<file path="src/hw/rtl/i2cm_pkg.sv">
// ---------------------------------------------------------------------------
// I2C master byte transfer: package
// Counter width and beat field positions shared by the block and its checker.
// ---------------------------------------------------------------------------
`timescale 1ns / 1ps
`default_nettype none

package i2cm_pkg;

    localparam int COUNT_BITS = 8;

    localparam int S_DATA_W = 32;
    localparam int M_DATA_W = 32;

    // input beat
    localparam int S_REQ_LSB   = 0;
    localparam int S_ADDR_LSB  = 1;
    localparam int S_ISRD_LSB  = 9;
    localparam int S_COUNT_LSB = 10;
    localparam int S_WBYTE_LSB = 18;
    localparam int S_SCL_LSB   = 26;
    localparam int S_SDA_LSB   = 27;

    // output beat
    localparam int M_SCL_LSB   = 0;
    localparam int M_SDA_LSB   = 1;
    localparam int M_BUSY_LSB  = 2;
    localparam int M_INDEX_LSB = 3;
    localparam int M_RBYTE_LSB = 11;
    localparam int M_RVAL_LSB  = 19;
    localparam int M_XFER_LSB  = 20;
    localparam int M_USED_W    = 28;

endpackage

`default_nettype wire

</file>
<file path="src/hw/rtl/i2c_master_byte_transfer.sv">
// ---------------------------------------------------------------------------
// I2C master byte transfer
// Open-drain I2C master sequencer: start, address, data bytes, stop.
// ---------------------------------------------------------------------------
// Usage:
//   Each input beat on s_* is one bus phase tick: sampled SCL/SDA levels plus
//   an optional transaction request (taken only while idle). Every accepted
//   beat produces exactly one output beat on m_* with the pin drives, status,
//   byte index and any received byte; m_tlast marks the tick the stop ends.
//   Output beats are registered. Throughput: 1 beat per cycle while m_tready
//   is high, set by the single registered sequencer step per tick.
//   Each bit costs four ticks (more while a target stretches SCL low).
//   Reset: sequencer idle, pins released, output register empty.
//   Stall: the output register holds its beat while m_tready is low; a new
//   input beat is taken in the cycle the held beat leaves, so s_tready is
//   low only while a beat waits and m_tready is low.
// ---------------------------------------------------------------------------
`timescale 1ns / 1ps
`default_nettype none

module i2c_master_byte_transfer (
    input  wire logic                          clk,
    input  wire logic                          rst_n,
    input  wire logic                          s_tvalid,
    output logic                               s_tready,
    // request, target_address[8], is_read, byte_count[8], write_byte[8],
    // scl_in, sda_in, zero fill
    input  wire logic [i2cm_pkg::S_DATA_W-1:0] s_tdata,
    output logic                               m_tvalid,
    input  wire logic                          m_tready,
    // scl_pull_low, sda_pull_low, busy_res, byte_index[8], read_byte[8],
    // read_valid, transferred[8], zero fill
    output logic [i2cm_pkg::M_DATA_W-1:0]      m_tdata,
    // done_res
    output logic                               m_tlast
);

    import i2cm_pkg::*;

    typedef enum logic [3:0] {
        PH_IDLE      = 4'd0,
        PH_LOW       = 4'd1,
        PH_DATA      = 4'd2,
        PH_HIGH      = 4'd3,
        PH_WAIT      = 4'd4,
        PH_STOP_LOW  = 4'd5,
        PH_STOP_DATA = 4'd6,
        PH_STOP_HIGH = 4'd7,
        PH_STOP_WAIT = 4'd8
    } phase_t;

    localparam logic [3:0] ACK_BIT = 4'd8;

    phase_t                phase_reg, phase_next;
    logic [3:0]            bit_cnt_reg, bit_cnt_next;
    logic [7:0]            shift_reg, shift_next;
    logic [COUNT_BITS-1:0] done_cnt_reg, done_cnt_next;
    logic [COUNT_BITS-1:0] want_cnt_reg, want_cnt_next;
    logic                  read_mode_reg, read_mode_next;
    logic                  scl_drv_reg, scl_drv_next;
    logic                  sda_drv_reg, sda_drv_next;
    logic                  addr_stage_reg, addr_stage_next;

    logic                  out_valid_reg;
    logic [M_DATA_W-1:0]   out_data_reg, out_data_next;
    logic                  out_last_reg, out_last_next;

    logic                  in_req, in_isrd, in_scl, in_sda;
    logic [7:0]            in_addr, in_count, in_wbyte;
    logic                  accept;
    logic                  byte_out, master_drv, go_on;
    logic                  rvalid, done;
    logic [7:0]            rbyte, xfer;
    logic [COUNT_BITS-1:0] cnt_inc;

    assign in_req   = s_tdata[S_REQ_LSB];
    assign in_addr  = s_tdata[S_ADDR_LSB +: 8];
    assign in_isrd  = s_tdata[S_ISRD_LSB];
    assign in_count = s_tdata[S_COUNT_LSB +: 8];
    assign in_wbyte = s_tdata[S_WBYTE_LSB +: 8];
    assign in_scl   = s_tdata[S_SCL_LSB];
    assign in_sda   = s_tdata[S_SDA_LSB];

    assign s_tready = !out_valid_reg || m_tready;
    assign accept   = s_tvalid && s_tready;

    assign byte_out   = addr_stage_reg || !read_mode_reg;
    assign master_drv = (bit_cnt_reg < ACK_BIT) ? byte_out : !byte_out;
    assign cnt_inc    = done_cnt_reg + COUNT_BITS'(1);

    always_comb
    begin
        phase_next      = phase_reg;
        bit_cnt_next    = bit_cnt_reg;
        shift_next      = shift_reg;
        done_cnt_next   = done_cnt_reg;
        want_cnt_next   = want_cnt_reg;
        read_mode_next  = read_mode_reg;
        scl_drv_next    = scl_drv_reg;
        sda_drv_next    = sda_drv_reg;
        addr_stage_next = addr_stage_reg;
        rvalid          = 1'b0;
        rbyte           = 8'd0;
        done            = 1'b0;
        xfer            = 8'd0;
        go_on           = 1'b0;

        case (phase_reg)
            PH_IDLE:
            begin
                if (in_req)
                begin
                    shift_next      = in_addr;
                    read_mode_next  = in_isrd;
                    want_cnt_next   = COUNT_BITS'(in_count);
                    done_cnt_next   = '0;
                    bit_cnt_next    = 4'd0;
                    addr_stage_next = 1'b1;
                    sda_drv_next    = 1'b1;
                    phase_next      = PH_LOW;
                end
            end
            PH_LOW:
            begin
                scl_drv_next = 1'b1;
                phase_next   = PH_DATA;
            end
            PH_DATA:
            begin
                if (master_drv)
                begin
                    if (bit_cnt_reg < ACK_BIT)
                    begin
                        if (bit_cnt_reg == 4'd0 && !addr_stage_reg)
                        begin
                            shift_next = in_wbyte;
                        end
                        sda_drv_next = !shift_next[7];
                    end
                    else
                    begin
                        sda_drv_next = 1'b1;  // master ACK
                    end
                end
                else
                begin
                    sda_drv_next = 1'b0;
                end
                phase_next = PH_HIGH;
            end
            PH_HIGH:
            begin
                scl_drv_next = 1'b0;
                phase_next   = PH_WAIT;
            end
            PH_WAIT:
            begin
                if (in_scl)
                begin
                    if (bit_cnt_reg < ACK_BIT)
                    begin
                        shift_next   = {shift_reg[6:0], master_drv ? 1'b0 : in_sda};
                        bit_cnt_next = bit_cnt_reg + 4'd1;
                        phase_next   = PH_LOW;
                    end
                    else
                    begin
                        if (addr_stage_reg)
                        begin
                            addr_stage_next = 1'b0;
                            go_on = !in_sda && (want_cnt_reg != '0);
                        end
                        else if (read_mode_reg)
                        begin
                            rvalid        = 1'b1;
                            rbyte         = shift_reg;
                            done_cnt_next = cnt_inc;
                            go_on         = cnt_inc != want_cnt_reg;
                        end
                        else if (!in_sda)
                        begin
                            done_cnt_next = cnt_inc;
                            go_on         = cnt_inc != want_cnt_reg;
                        end
                        bit_cnt_next = 4'd0;
                        phase_next   = go_on ? PH_LOW : PH_STOP_LOW;
                    end
                end
            end
            PH_STOP_LOW:
            begin
                scl_drv_next = 1'b1;
                phase_next   = PH_STOP_DATA;
            end
            PH_STOP_DATA:
            begin
                sda_drv_next = 1'b1;
                phase_next   = PH_STOP_HIGH;
            end
            PH_STOP_HIGH:
            begin
                scl_drv_next = 1'b0;
                phase_next   = PH_STOP_WAIT;
            end
            PH_STOP_WAIT:
            begin
                if (in_scl)
                begin
                    sda_drv_next = 1'b0;
                    done         = 1'b1;
                    xfer         = 8'(done_cnt_reg);
                    phase_next   = PH_IDLE;
                end
            end
            default:
            begin
                scl_drv_next = 1'b0;
                sda_drv_next = 1'b0;
                phase_next   = PH_IDLE;
            end
        endcase

        out_data_next = '0;
        out_data_next[M_SCL_LSB]        = scl_drv_next;
        out_data_next[M_SDA_LSB]        = sda_drv_next;
        out_data_next[M_BUSY_LSB]       = phase_next != PH_IDLE;
        out_data_next[M_INDEX_LSB +: 8] = 8'(done_cnt_next);
        out_data_next[M_RBYTE_LSB +: 8] = rbyte;
        out_data_next[M_RVAL_LSB]       = rvalid;
        out_data_next[M_XFER_LSB +: 8]  = xfer;
        out_last_next = done;
    end

    always_ff @(posedge clk or negedge rst_n)
    begin
        if (!rst_n)
        begin
            phase_reg      <= PH_IDLE;
            bit_cnt_reg    <= 4'd0;
            shift_reg      <= 8'd0;
            done_cnt_reg   <= '0;
            want_cnt_reg   <= '0;
            read_mode_reg  <= 1'b0;
            scl_drv_reg    <= 1'b0;
            sda_drv_reg    <= 1'b0;
            addr_stage_reg <= 1'b0;
            out_valid_reg  <= 1'b0;
        end
        else
        begin
            if (accept)
            begin
                phase_reg      <= phase_next;
                bit_cnt_reg    <= bit_cnt_next;
                shift_reg      <= shift_next;
                done_cnt_reg   <= done_cnt_next;
                want_cnt_reg   <= want_cnt_next;
                read_mode_reg  <= read_mode_next;
                scl_drv_reg    <= scl_drv_next;
                sda_drv_reg    <= sda_drv_next;
                addr_stage_reg <= addr_stage_next;
                out_valid_reg  <= 1'b1;
            end
            else if (m_tready)
            begin
                out_valid_reg <= 1'b0;
            end
        end
    end

    always_ff @(posedge clk)
    begin
        if (accept)
        begin
            out_data_reg <= out_data_next;
            out_last_reg <= out_last_next;
        end
    end

    assign m_tvalid = out_valid_reg;
    assign m_tdata  = out_data_reg;
    assign m_tlast  = out_last_reg;

endmodule

`default_nettype wire

</file>
<file path="config.mk">
export PLATFORM = sky130hd
export DESIGN_NAME = i2c_master_byte_transfer
export DESIGN_NICKNAME = d
export VERILOG_FILES = /design/src/hw/rtl/i2cm_pkg.sv /design/src/hw/rtl/i2c_master_byte_transfer.sv
export SDC_FILE = /design/constraint.sdc
export NUM_CORES = 1
export LEC_CHECK = 0
export BUFFER_PORTS_ARGS = -buffer_cell sky130_fd_sc_hd__buf_2
export CORE_MARGIN = 2
export CORE_UTILIZATION = 48
export CTS_CLUSTER_DIAMETER = 200
export DETAILED_ROUTE_END_ITERATION = 7
export GPL_ROUTABILITY_DRIVEN = 0
export PLACE_DENSITY = 0.8
export SYNTH_ARGS = -nofsm -noshare
export SYNTH_HDL_FRONTEND = slang
export SYNTH_SLANG_ARGS = --single-unit
</file>
<file path="constraint.sdc">
create_clock -name clk -period 6.9 [get_ports clk]
set_clock_uncertainty 0.2 [all_clocks]
set_input_delay 2.07 -clock clk [delete_from_list [all_inputs] [get_ports clk]]
set_output_delay 2.07 -clock clk [all_outputs]
set_load 0.005 [all_outputs]
</file>
==> impl_metrics.ini, run 1 <==
[run_status]
outcome = finished, final reports clean

[power]
internal-power_mw = 0.838
pwr-share-clk_pct = 19.9
power_frac_comb_pct = 33.7
p_leak_nw = 1.67
p_switching_mw = 0.510
power_density_nw_per_um2 = 339
p_seq_share_pct = 46.4
swShare_pct = 37.8
ir_drop_mv = 0.132

[grt]
grt_antenna_before_repair = 0
overflow = 0
grt_usage_pct = 19.2
first_global_vias = 2426
grt_max_degree = 40
grt_pass1_wl_um = 11600

[place]
hpwl_um = 4940
numPortBuffers = 62

[drt]
ant_nets = 0
drc = 0
routed_wl_um = 7180
routed_via_density = 5.49
wl_per_cell_um = 14.9
drt-initial-drc-count = 235
num_vias = 2640
drtPass1Iterations = 4

[sta]
relSlewSlack_pct = 41.1
rsz0062_at_grt = no
fin_crit_ns = 4.78
hold_viol_final = 0
min_period_over_period_pct = 69.3
worst_slew_pin_slew_ns = 0.877
fmaxAchievable_mhz = 209
slew_viol_final = 0
setup_viol_count_final = 0
setup_tns_ns = 0

[synthesis]
yosys_warnings = 0
synth_top_cell_by_area = dfrtp_1
netlist_area_um2 = 3480
seq_area_frac_synth_pct = 51.6
async_flop_share_pct = 56.1
synth_edf_count = 29
synthFlopType = dfrtp_1
synth_area_leaders = dfrtp_1 27%, edfxtp_1 25%, mux2_2 3.2%, nand2_1 3.2%, o21ai_0 2.9%
syn_avg_cell_area_um2 = 10.8
syn_inst = 322
synthDistinctLibCells = 56
ys_ff_latch = 66
synth_top_area_share_pct = 26.6

[final_layout]
postLayoutCoreUtil_pct = 55.7
n_antenna_cell = 0
fin_nets = 416
drive_gt1_share_pct = 25.9
largest_reg_flops = 28
area_growth_pct = 14.2

[critical_path]
critPathLaunchType = primary input
crit_arrival_ns = 2.51
ff2ff_path_depth = 5
reg2reg_to = shift_reg[7]
crit_fanout = 4
endpoint_kind = output pin
critical_path_required_ns = 4.63
crit_type = primary input to output pin
r2r_slack_ns = 4.10
reg2reg_from = phase_reg[0]

[flow_run]
maxCapViolCount = 0

[clock_network]
clkTransAtPathRegs_ns = 0.07
cts_sinks = 66
htreeDepth = 3
postCtsSetupBuffers = 0
cts_tree = built
cts_resized = 0
hold_buffers = 0
clock_tree.root_cell = clkbuf_8
cts.path.max_buffers = 2
clk_latency_ns = 0.35
cts-buffers-inserted = 9

[die]
core_um2 = 7140
die_h_um = 89.2
die_area_um2 = 7950
floorplan.initialDensity_pct = 48.8
row_count = 31
num_io_pins = 71
die_w_um = 89.2

[worst_hold_path]
hold_path_depth = 2
hp-start = scl_drv_reg
hp-class = flop to flop
hold-path-endpoint = scl_drv_reg
worst max-delay path: stages:
cell      delay, ns
buf_2          0.09
nand2b_1       0.19
buf_2          0.16
per-layer routing:
| layer | global-route usage, % | vias up | part of all wire (%) |
|---|---|---|---|
| li1 | - | 1289 | - |
| met1 | 25.9 | 1269 | 46 |
| met2 | 30.1 | 71 | 48 |
| met3 | 3.69 | 11 | 3.9 |
| met4 | 9.09 | 0 | 1.6 |
| met5 | 0 | - | 0 |
placed cells by master, fill, tap and decap left out, drive strengths merged, types with 3 or more instances in the layout:
cell    synthesis  routed
and2           15      15
nand3           7       7
o22ai           5       5
or3             7       7
nor3            6       6
mux2i           3       3
edfxtp         29      29
nor2b           5       5
o31ai           4       4
mux2           16      16
a21o            3       3
and3            3       3
nor2           15      15
a31oi           3       3
nand2          30      30
nor4            8       8
xor2            3       3
a21oi          12      12
o21ai          27      27
a22oi           6       6
clkbuf         10       9
buf            12      63
conb            1       4
dfrtp          37      37
nand2b          7       7
inv             8       8
ha              3       3
xnor2           7       7
o22a            7       7
clkinv          0       6
synthesized netlist by cell type (2+ instances only):
master,count
buf_4,4
nor3_1,5
a22oi_1,6
o21ai_0,20
o31ai_1,4
a22o_1,2
inv_1,8
nand4_1,2
a21oi_1,11
mux2_2,10
nor4_1,6
nor4b_4,2
dfrtp_1,37
ha_1,3
o21ai_1,7
o22ai_1,5
o22a_1,7
and2_1,15
nor3b_1,2
or3_1,6
nand2_1,30
nand2b_1,7
nor2_1,15
clkbuf_1,10
nor2b_1,5
xnor2_1,7
nand3_1,7
buf_6,2
nand3b_1,2
mux2i_1,3
buf_2,6
xor2_1,3
edfxtp_1,29
a21o_1,3
and3_1,3
or4_1,2
mux2_1,6
a31oi_2,2
worst max-delay path by stage:
stage	from	end	slack (ns)	depth (start not counted)
after detailed placement	m_tready	s_tready	2.12	3
after global placement	m_tready	s_tready	2.13	3
after global routing	m_tready	s_tready	2.09	3
after CTS	m_tready	s_tready	2.11	3
after floorplan	m_tready	s_tready	2.39	1
final	m_tready	s_tready	2.12	3
through the flow:
stage / setup WS [ns] / instance area [µm²] / hold slack, ns / power [mW] / cells
2_1_floorplan: 2.39 / 3490 / 0.268 / 0.982 / 325
3_3_place_gp: 2.13 / 3810 / 0.286 / 1.06 / 465
3_5_place_dp: 2.12 / 3810 / 0.296 / 1.08 / 465
4_1_cts: 2.11 / 3980 / 0.313 / 1.35 / 481
5_1_grt: 2.09 / 3980 / 0.346 / 1.44 / 481
6_report: 2.12 / 3980 / 0.308 / 1.35 / 481
cells by family (layout without fill, tap and decap cells):
group	Yosys count	in the layout	share of synthesized area [%]
buffers and inverters	30	87	4.31
XOR/XNOR	10	10	2.52
other	1	4	0.108
adder cells (fa/ha/maj)	3	3	1.08
AO/OA/AOI/OAI	77	77	14.7
multiplexers	19	19	6.04
AND/OR/NAND/NOR	116	116	19.7
flip-flops	66	66	51.6
area by class of cell:
type                       count  area, µm²
sequential                    66       1800
clock inverter                 7       36.3
tap                           99        124
multi-input combinational    229       1550
inverter                       8       30.0
timing repair buffer          63        318
clock buffer                   9        124
fill                         650       3160
power by group through the flow:
stage	registers [mW]	logic (mW)	clock network [mW]
floorplan	0.561	0.421	0
global placement	0.625	0.433	0
detailed placement	0.631	0.451	0
CTS	0.624	0.453	0.277
global route	0.643	0.505	0.294
finish	0.625	0.454	0.269
(Power assumes the default switching activity.)
==> run 2: changes to the inputs <==
==> constraint.sdc (replaced) <==
create_clock -name clk -period 4.7 [get_ports clk]
set_clock_uncertainty 0.2 [all_clocks]
set_input_delay 1.41 -clock clk [delete_from_list [all_inputs] [get_ports clk]]
set_output_delay 1.41 -clock clk [all_outputs]
set_load 0.005 [all_outputs]
==> run 2 against run 1 <==
Register-to-register slack lost 2.2 ns; highest routed layer unchanged; wire length grew 0.85%; worst setup slack lost 0.87 ns; total power grew 53%; clock power grew 77%.
==> impl_metrics.ini, run 2 (synthesis gave the netlist of run 1 again) <==
[run_status]
outcome = finished, final reports clean

[clock_network]
cts.path.max_buffers = 2
clkTransAtPathRegs_ns = 0.07
cts_tree = built
clock_tree.root_cell = clkbuf_8
htreeDepth = 3
cts_resized = 0
cts-buffers-inserted = 9
hold_buffers = 0
postCtsSetupBuffers = 0
cts_sinks = 66
clk_latency_ns = 0.34

[sta]
min_period_over_period_pct = 73.4
hold_slack_ns = 0.323
hold_viol_final = 0
fmaxAchievable_mhz = 290
fin_crit_ns = 3.45
relSlewSlack_pct = 41.3
slew_viol_final = 0
setup_viol_count_final = 0
worst_slew_pin_slew_ns = 0.873
rsz0062_at_grt = no
setup_tns_ns = 0

[grt]
grt_pass1_wl_um = 11700
grt_usage_pct = 19.4
overflow = 0
grt_antenna_before_repair = 0
first_global_vias = 2452
grt_max_degree = 40

[critical_path]
cp_slowest_cell = nand2b_1
critPathLaunchType = primary input
crit_chain = buf_2 -> nand2b_1 -> buf_2
crit_arrival_ns = 1.84
critical_path_required_ns = 3.09
endpoint_kind = output pin
cpPeakStageDelay_ns = 0.19
crit_fanout = 4
crit_buf_inv = 2
crit_family = buffers and inverters
cp_common_cell = buf_2
crit_type = primary input to output pin
worstSetupStartpoint = m_tready
reg2reg_from = phase_reg[0]

[flow_run]
maxCapViolCount = 0

[die]
die_w_um = 89.2
die_h_um = 89.2
core_um2 = 7140
floorplan.initialDensity_pct = 48.8
num_io_pins = 71
row_count = 31
die_area_um2 = 7950

[final_layout]
drive_gt1_share_pct = 25.1
final_common_cell = buf_2
area_growth_pct = 15.2
fin_nets = 416
largest_reg_flops = 28
n_antenna_cell = 0
most-common-layout-cells = 62 x buf_2, 37 x dfrtp_1, 30 x nand2_1

[drt]
ant_nets = 0
wl_per_cell_um = 15.1
routed_via_density = 5.59
drtPass1Iterations = 4
routed_wl_um = 7240
drc = 0
num_vias = 2690
drt-initial-drc-count = 187

[power]
power_density_nw_per_um2 = 513
p_leak_nw = 1.69
ir_drop_mv = 0.197

[worst_hold_path]
hp-start = scl_drv_reg
hp-class = flop to flop

[place]
hpwl_um = 5030
numPortBuffers = 62
run 2: cell count changes in the layout (fill, tap and decap cells not counted), sizes merged:
cell      before  now
bufinv         0    1
clkbuf         9   12
clkinv         6    3
clkinvlp       1    0
run 2: tightest hold or removal path: cells and delay by family (launching register included):
family	cells	cell delay [ns]
DFF	1	0.37
and+or+nand+nor	2	0.12
run 2: metrics by stage:
| stage | util [%] | worst slack (ns) | total power, mW | std cells | cell area [µm²] |
|---|---|---|---|---|---|
| floorplan | - | 1.14 | 1.44 | 325 | 3490 |
| global placement | 53.5 | 1.22 | 1.55 | 465 | 3810 |
| detailed placement | 53.5 | 1.24 | 1.59 | 465 | 3810 |
| CTS | 56.2 | 1.24 | 2.07 | 481 | 4010 |
| global route | 56.2 | 1.20 | 2.20 | 481 | 4010 |
| finish | 56.2 | 1.25 | 2.06 | 481 | 4010 |
run 2: where the power goes:
part | internal [mW] | switching, mW | total, mW
sequential | 0.738 | 0.178 | 0.916
combinational | 0.309 | 0.358 | 0.667
clock | 0.269 | 0.206 | 0.475
total | 1.32 | 0.743 | 2.06
run 2: worst paths after layout:
check                                        to  slack, ns  cells past startpoint
max in group asynchronous       done_cnt_reg[2]       2.79                      1
worst min-delay path                scl_drv_reg       0.32                      2
worst max-delay path                   s_tready       1.25                      3
min in group asynchronous       done_cnt_reg[1]       0.97                      1
worst min register to register      scl_drv_reg       0.32                      2
worst max register to register     shift_reg[1]       1.90                      5
run 2: cell type report:
type	instances	area (µm²)
tap	99	124
clock inverter	4	41.3
inverter	8	30.0
sequential	66	1800
multi-input combinational	229	1550
fill	653	3130
timing repair buffer	63	318
clock buffer	12	155
run 2: metal layers:
layer	wire length [µm]	vias up	GRT usage, %	share of wire [%]
li1	-	1288	-	-
met1	3260	1308	25.7	45
met5	0	-	0	0
met4	212	0	9.63	2.9
met2	3460	78	30.0	48
met3	312	16	4.43	4.3
==> run 3: changes to the inputs <==
--- a/config.mk
+++ b/config.mk
@@ -5,13 +5,14 @@
 export SDC_FILE = /design/constraint.sdc
 export NUM_CORES = 1
 export LEC_CHECK = 0
+export ABC_AREA = 1
 export BUFFER_PORTS_ARGS = -buffer_cell sky130_fd_sc_hd__buf_2
 export CORE_MARGIN = 2
 export CORE_UTILIZATION = 48
 export CTS_CLUSTER_DIAMETER = 200
 export DETAILED_ROUTE_END_ITERATION = 7
 export GPL_ROUTABILITY_DRIVEN = 0
-export PLACE_DENSITY = 0.8
+export PLACE_DENSITY = 0.83
 export SYNTH_ARGS = -nofsm -noshare
 export SYNTH_HDL_FRONTEND = slang
 export SYNTH_SLANG_ARGS = --single-unit
==> constraint.sdc (replaced) <==
create_clock -name clk -period 2.95 [get_ports clk]
set_clock_uncertainty 0.2 [all_clocks]
set_input_delay 0.885 -clock clk [delete_from_list [all_inputs] [get_ports clk]]
set_output_delay 0.885 -clock clk [all_outputs]
set_load 0.005 [all_outputs]
==> run 3 against run 2 <==
Die area rose by 0.62%; sequential share of layout area is 1.4 points lower; worst hold slack lost 0.023 ns; global-route usage is 1.4 points higher; wire length rose by 7.5%; largest cell class unchanged; largest power group is now combinational cells; critical endpoint unchanged; sequential cell count stayed put; sequential power grew 53%.
==> impl_metrics.ini, run 3 <==
[sta]
setup_tns_ns = 0
rsz0062_at_grt = no
slew_viol_final = 0
min_period_over_period_pct = 80.2
setup_ws_ns = 0.583
fmaxAchievable_mhz = 422
hold_viol_final = 0
fin_crit_ns = 2.37
relSlewSlack_pct = 43.2
hold_slack_ns = 0.300
setup_viol_count_final = 0
worst_slew_pin_slew_ns = 0.853

[clock_network]
htreeDepth = 3
cts_tree = built
hold_buffers = 0
clk_latency_ns = 0.35
clkTransAtPathRegs_ns = 0.07
cts_resized = 0
postCtsSetupBuffers = 0
cts.path.max_buffers = 2
cts_sinks = 66
cts-buffers-inserted = 9
clock_tree.root_cell = clkbuf_8

[critical_path]
ff2ff_path_depth = 9
reg2reg_to = m_tdata[12]
r2r_slack_ns = 0.71
crit_fanout = 2
endpoint_kind = output pin
critical_path_required_ns = 1.87
crit_type = primary input to output pin
crit_arrival_ns = 1.28
reg2reg_from = phase_reg[3]
critPathLaunchType = primary input

[synthesis]
netlist_top_cells_count = 111 x nand2_1, 56 x inv_1, 50 x nor2_1
synth_area_leaders = dfrtp_1 26%, edfxtp_1 25%, nand2_1 12%, inv_1 6.0%, nor2_1 5.4%
syn_avg_cell_area_um2 = 8.27
async_flop_share_pct = 56.1
seq_area_frac_synth_pct = 51.3
yosys_warnings = 0
synth_edf_count = 29
synth_top_area_share_pct = 26.4
synthDistinctLibCells = 40
netlist_area_um2 = 3500
yosysMostFrequentCell = nand2_1
ys_ff_latch = 66
syn_inst = 424
synth_top_cell_by_area = dfrtp_1
synthFlopType = dfrtp_1

[power]
p_leak_nw = 1.98
ir_drop_mv = 0.367
total_power_mw = 3.77
power_density_nw_per_um2 = 911

[grt]
grt_antenna_before_repair = 0
overflow = 0
grt_max_degree = 38
grt_pass1_wl_um = 12600
grt_usage_pct = 20.8
first_global_vias = 2767

[flow_run]
maxCapViolCount = 0

[final_layout]
postLayoutCoreUtil_pct = 57.7
largest_reg_flops = 28
fin_cells = 595
fill_cells = 645
drive_gt1_share_pct = 23.4
n_antenna_cell = 0
most-common-layout-cells = 111 x nand2_1, 62 x buf_2, 56 x inv_1
area_growth_pct = 18.1
fin_nets = 530
final_common_cell = nand2_1
stdcell_area_um2 = 4140

[drt]
routed_wl_um = 7790
wl_per_cell_um = 13.1
num_vias = 2975
drc = 0
ant_nets = 0
routed_via_density = 5.00
drtPass1Iterations = 5
drt-initial-drc-count = 252

[place]
dp_cells = 579
numPortBuffers = 62
placed_area_um2 = 3900
post-place-ws_ns = 0.494
hpwl_um = 5560

[worst_hold_path]
hp-start = scl_drv_reg
hold-path-endpoint = scl_drv_reg
hold_path_depth = 2
hp-class = flop to flop

[die]
floorplan.initialDensity_pct = 48.8
num_io_pins = 71
core_um2 = 7180
die_h_um = 89.4
die_area_um2 = 8000
row_count = 31
die_w_um = 89.4

[run_status]
outcome = finished, final reports clean
[run 3: how the worst max path moves through the flow]
stage / from / endpoint / slack (ns) / cells after the start
final: m_tready / s_tready / 0.58 / 4
after global routing: phase_reg[3] / m_tdata[12] / 0.50 / 9
after CTS: m_tready / s_tready / 0.58 / 4
after detailed placement: s_tdata[27] / m_tdata[6] / 0.49 / 9
after global placement: s_tdata[27] / m_tdata[6] / 0.55 / 9
after floorplan: m_tready / m_tdata[0] / 0.009 / 4
[run 3: final cells by class]
| class | count | area, µm² | share of cell area, % |
|---|---|---|---|
| Clock inverter | 7 | 116 | 2.81 |
| Multi-Input combinational cell | 284 | 1400 | 33.8 |
| Inverter | 65 | 246 | 5.96 |
| Tap cell | 99 | 124 | 2.99 |
| Timing Repair Buffer | 65 | 333 | 8.04 |
| Clock buffer | 9 | 124 | 2.99 |
| Sequential cell | 66 | 1800 | 43.4 |
[run 3: worst max-delay path, cell delays in order]
cell	delay [ns]
buf_2	0.10
inv_1	0.10
nand2_1	0.08
buf_2	0.13
[run 3: where the power goes]
part | switching [mW] | leakage, nW | internal, mW
Sequential | 0.177 | 0.743 | 1.22
Clock | 0.369 | 0.120 | 0.561
Combinational | 0.951 | 1.11 | 0.488
[run 3: logic make-up (layout without fill, tap and decap cells)]
logic type      count (synthesis)  after routing  synth area share, %
mux                             2              2                0.643
simple gates                  199            199                 24.3
fa+ha+maj                       3              3                 1.07
flops                          66             66                 51.3
buf+inv                        77            146                 9.50
other cells                     1              4                0.107
xor+xnor                        3              3                0.750
compound gates                 73             73                 12.3
[run 3: routing by layer]
layer,GRT usage [%],wire length [µm]
met1,25.5,3370
met2,35.2,3850
met3,3.32,402
met4,11.3,163
met5,0,0
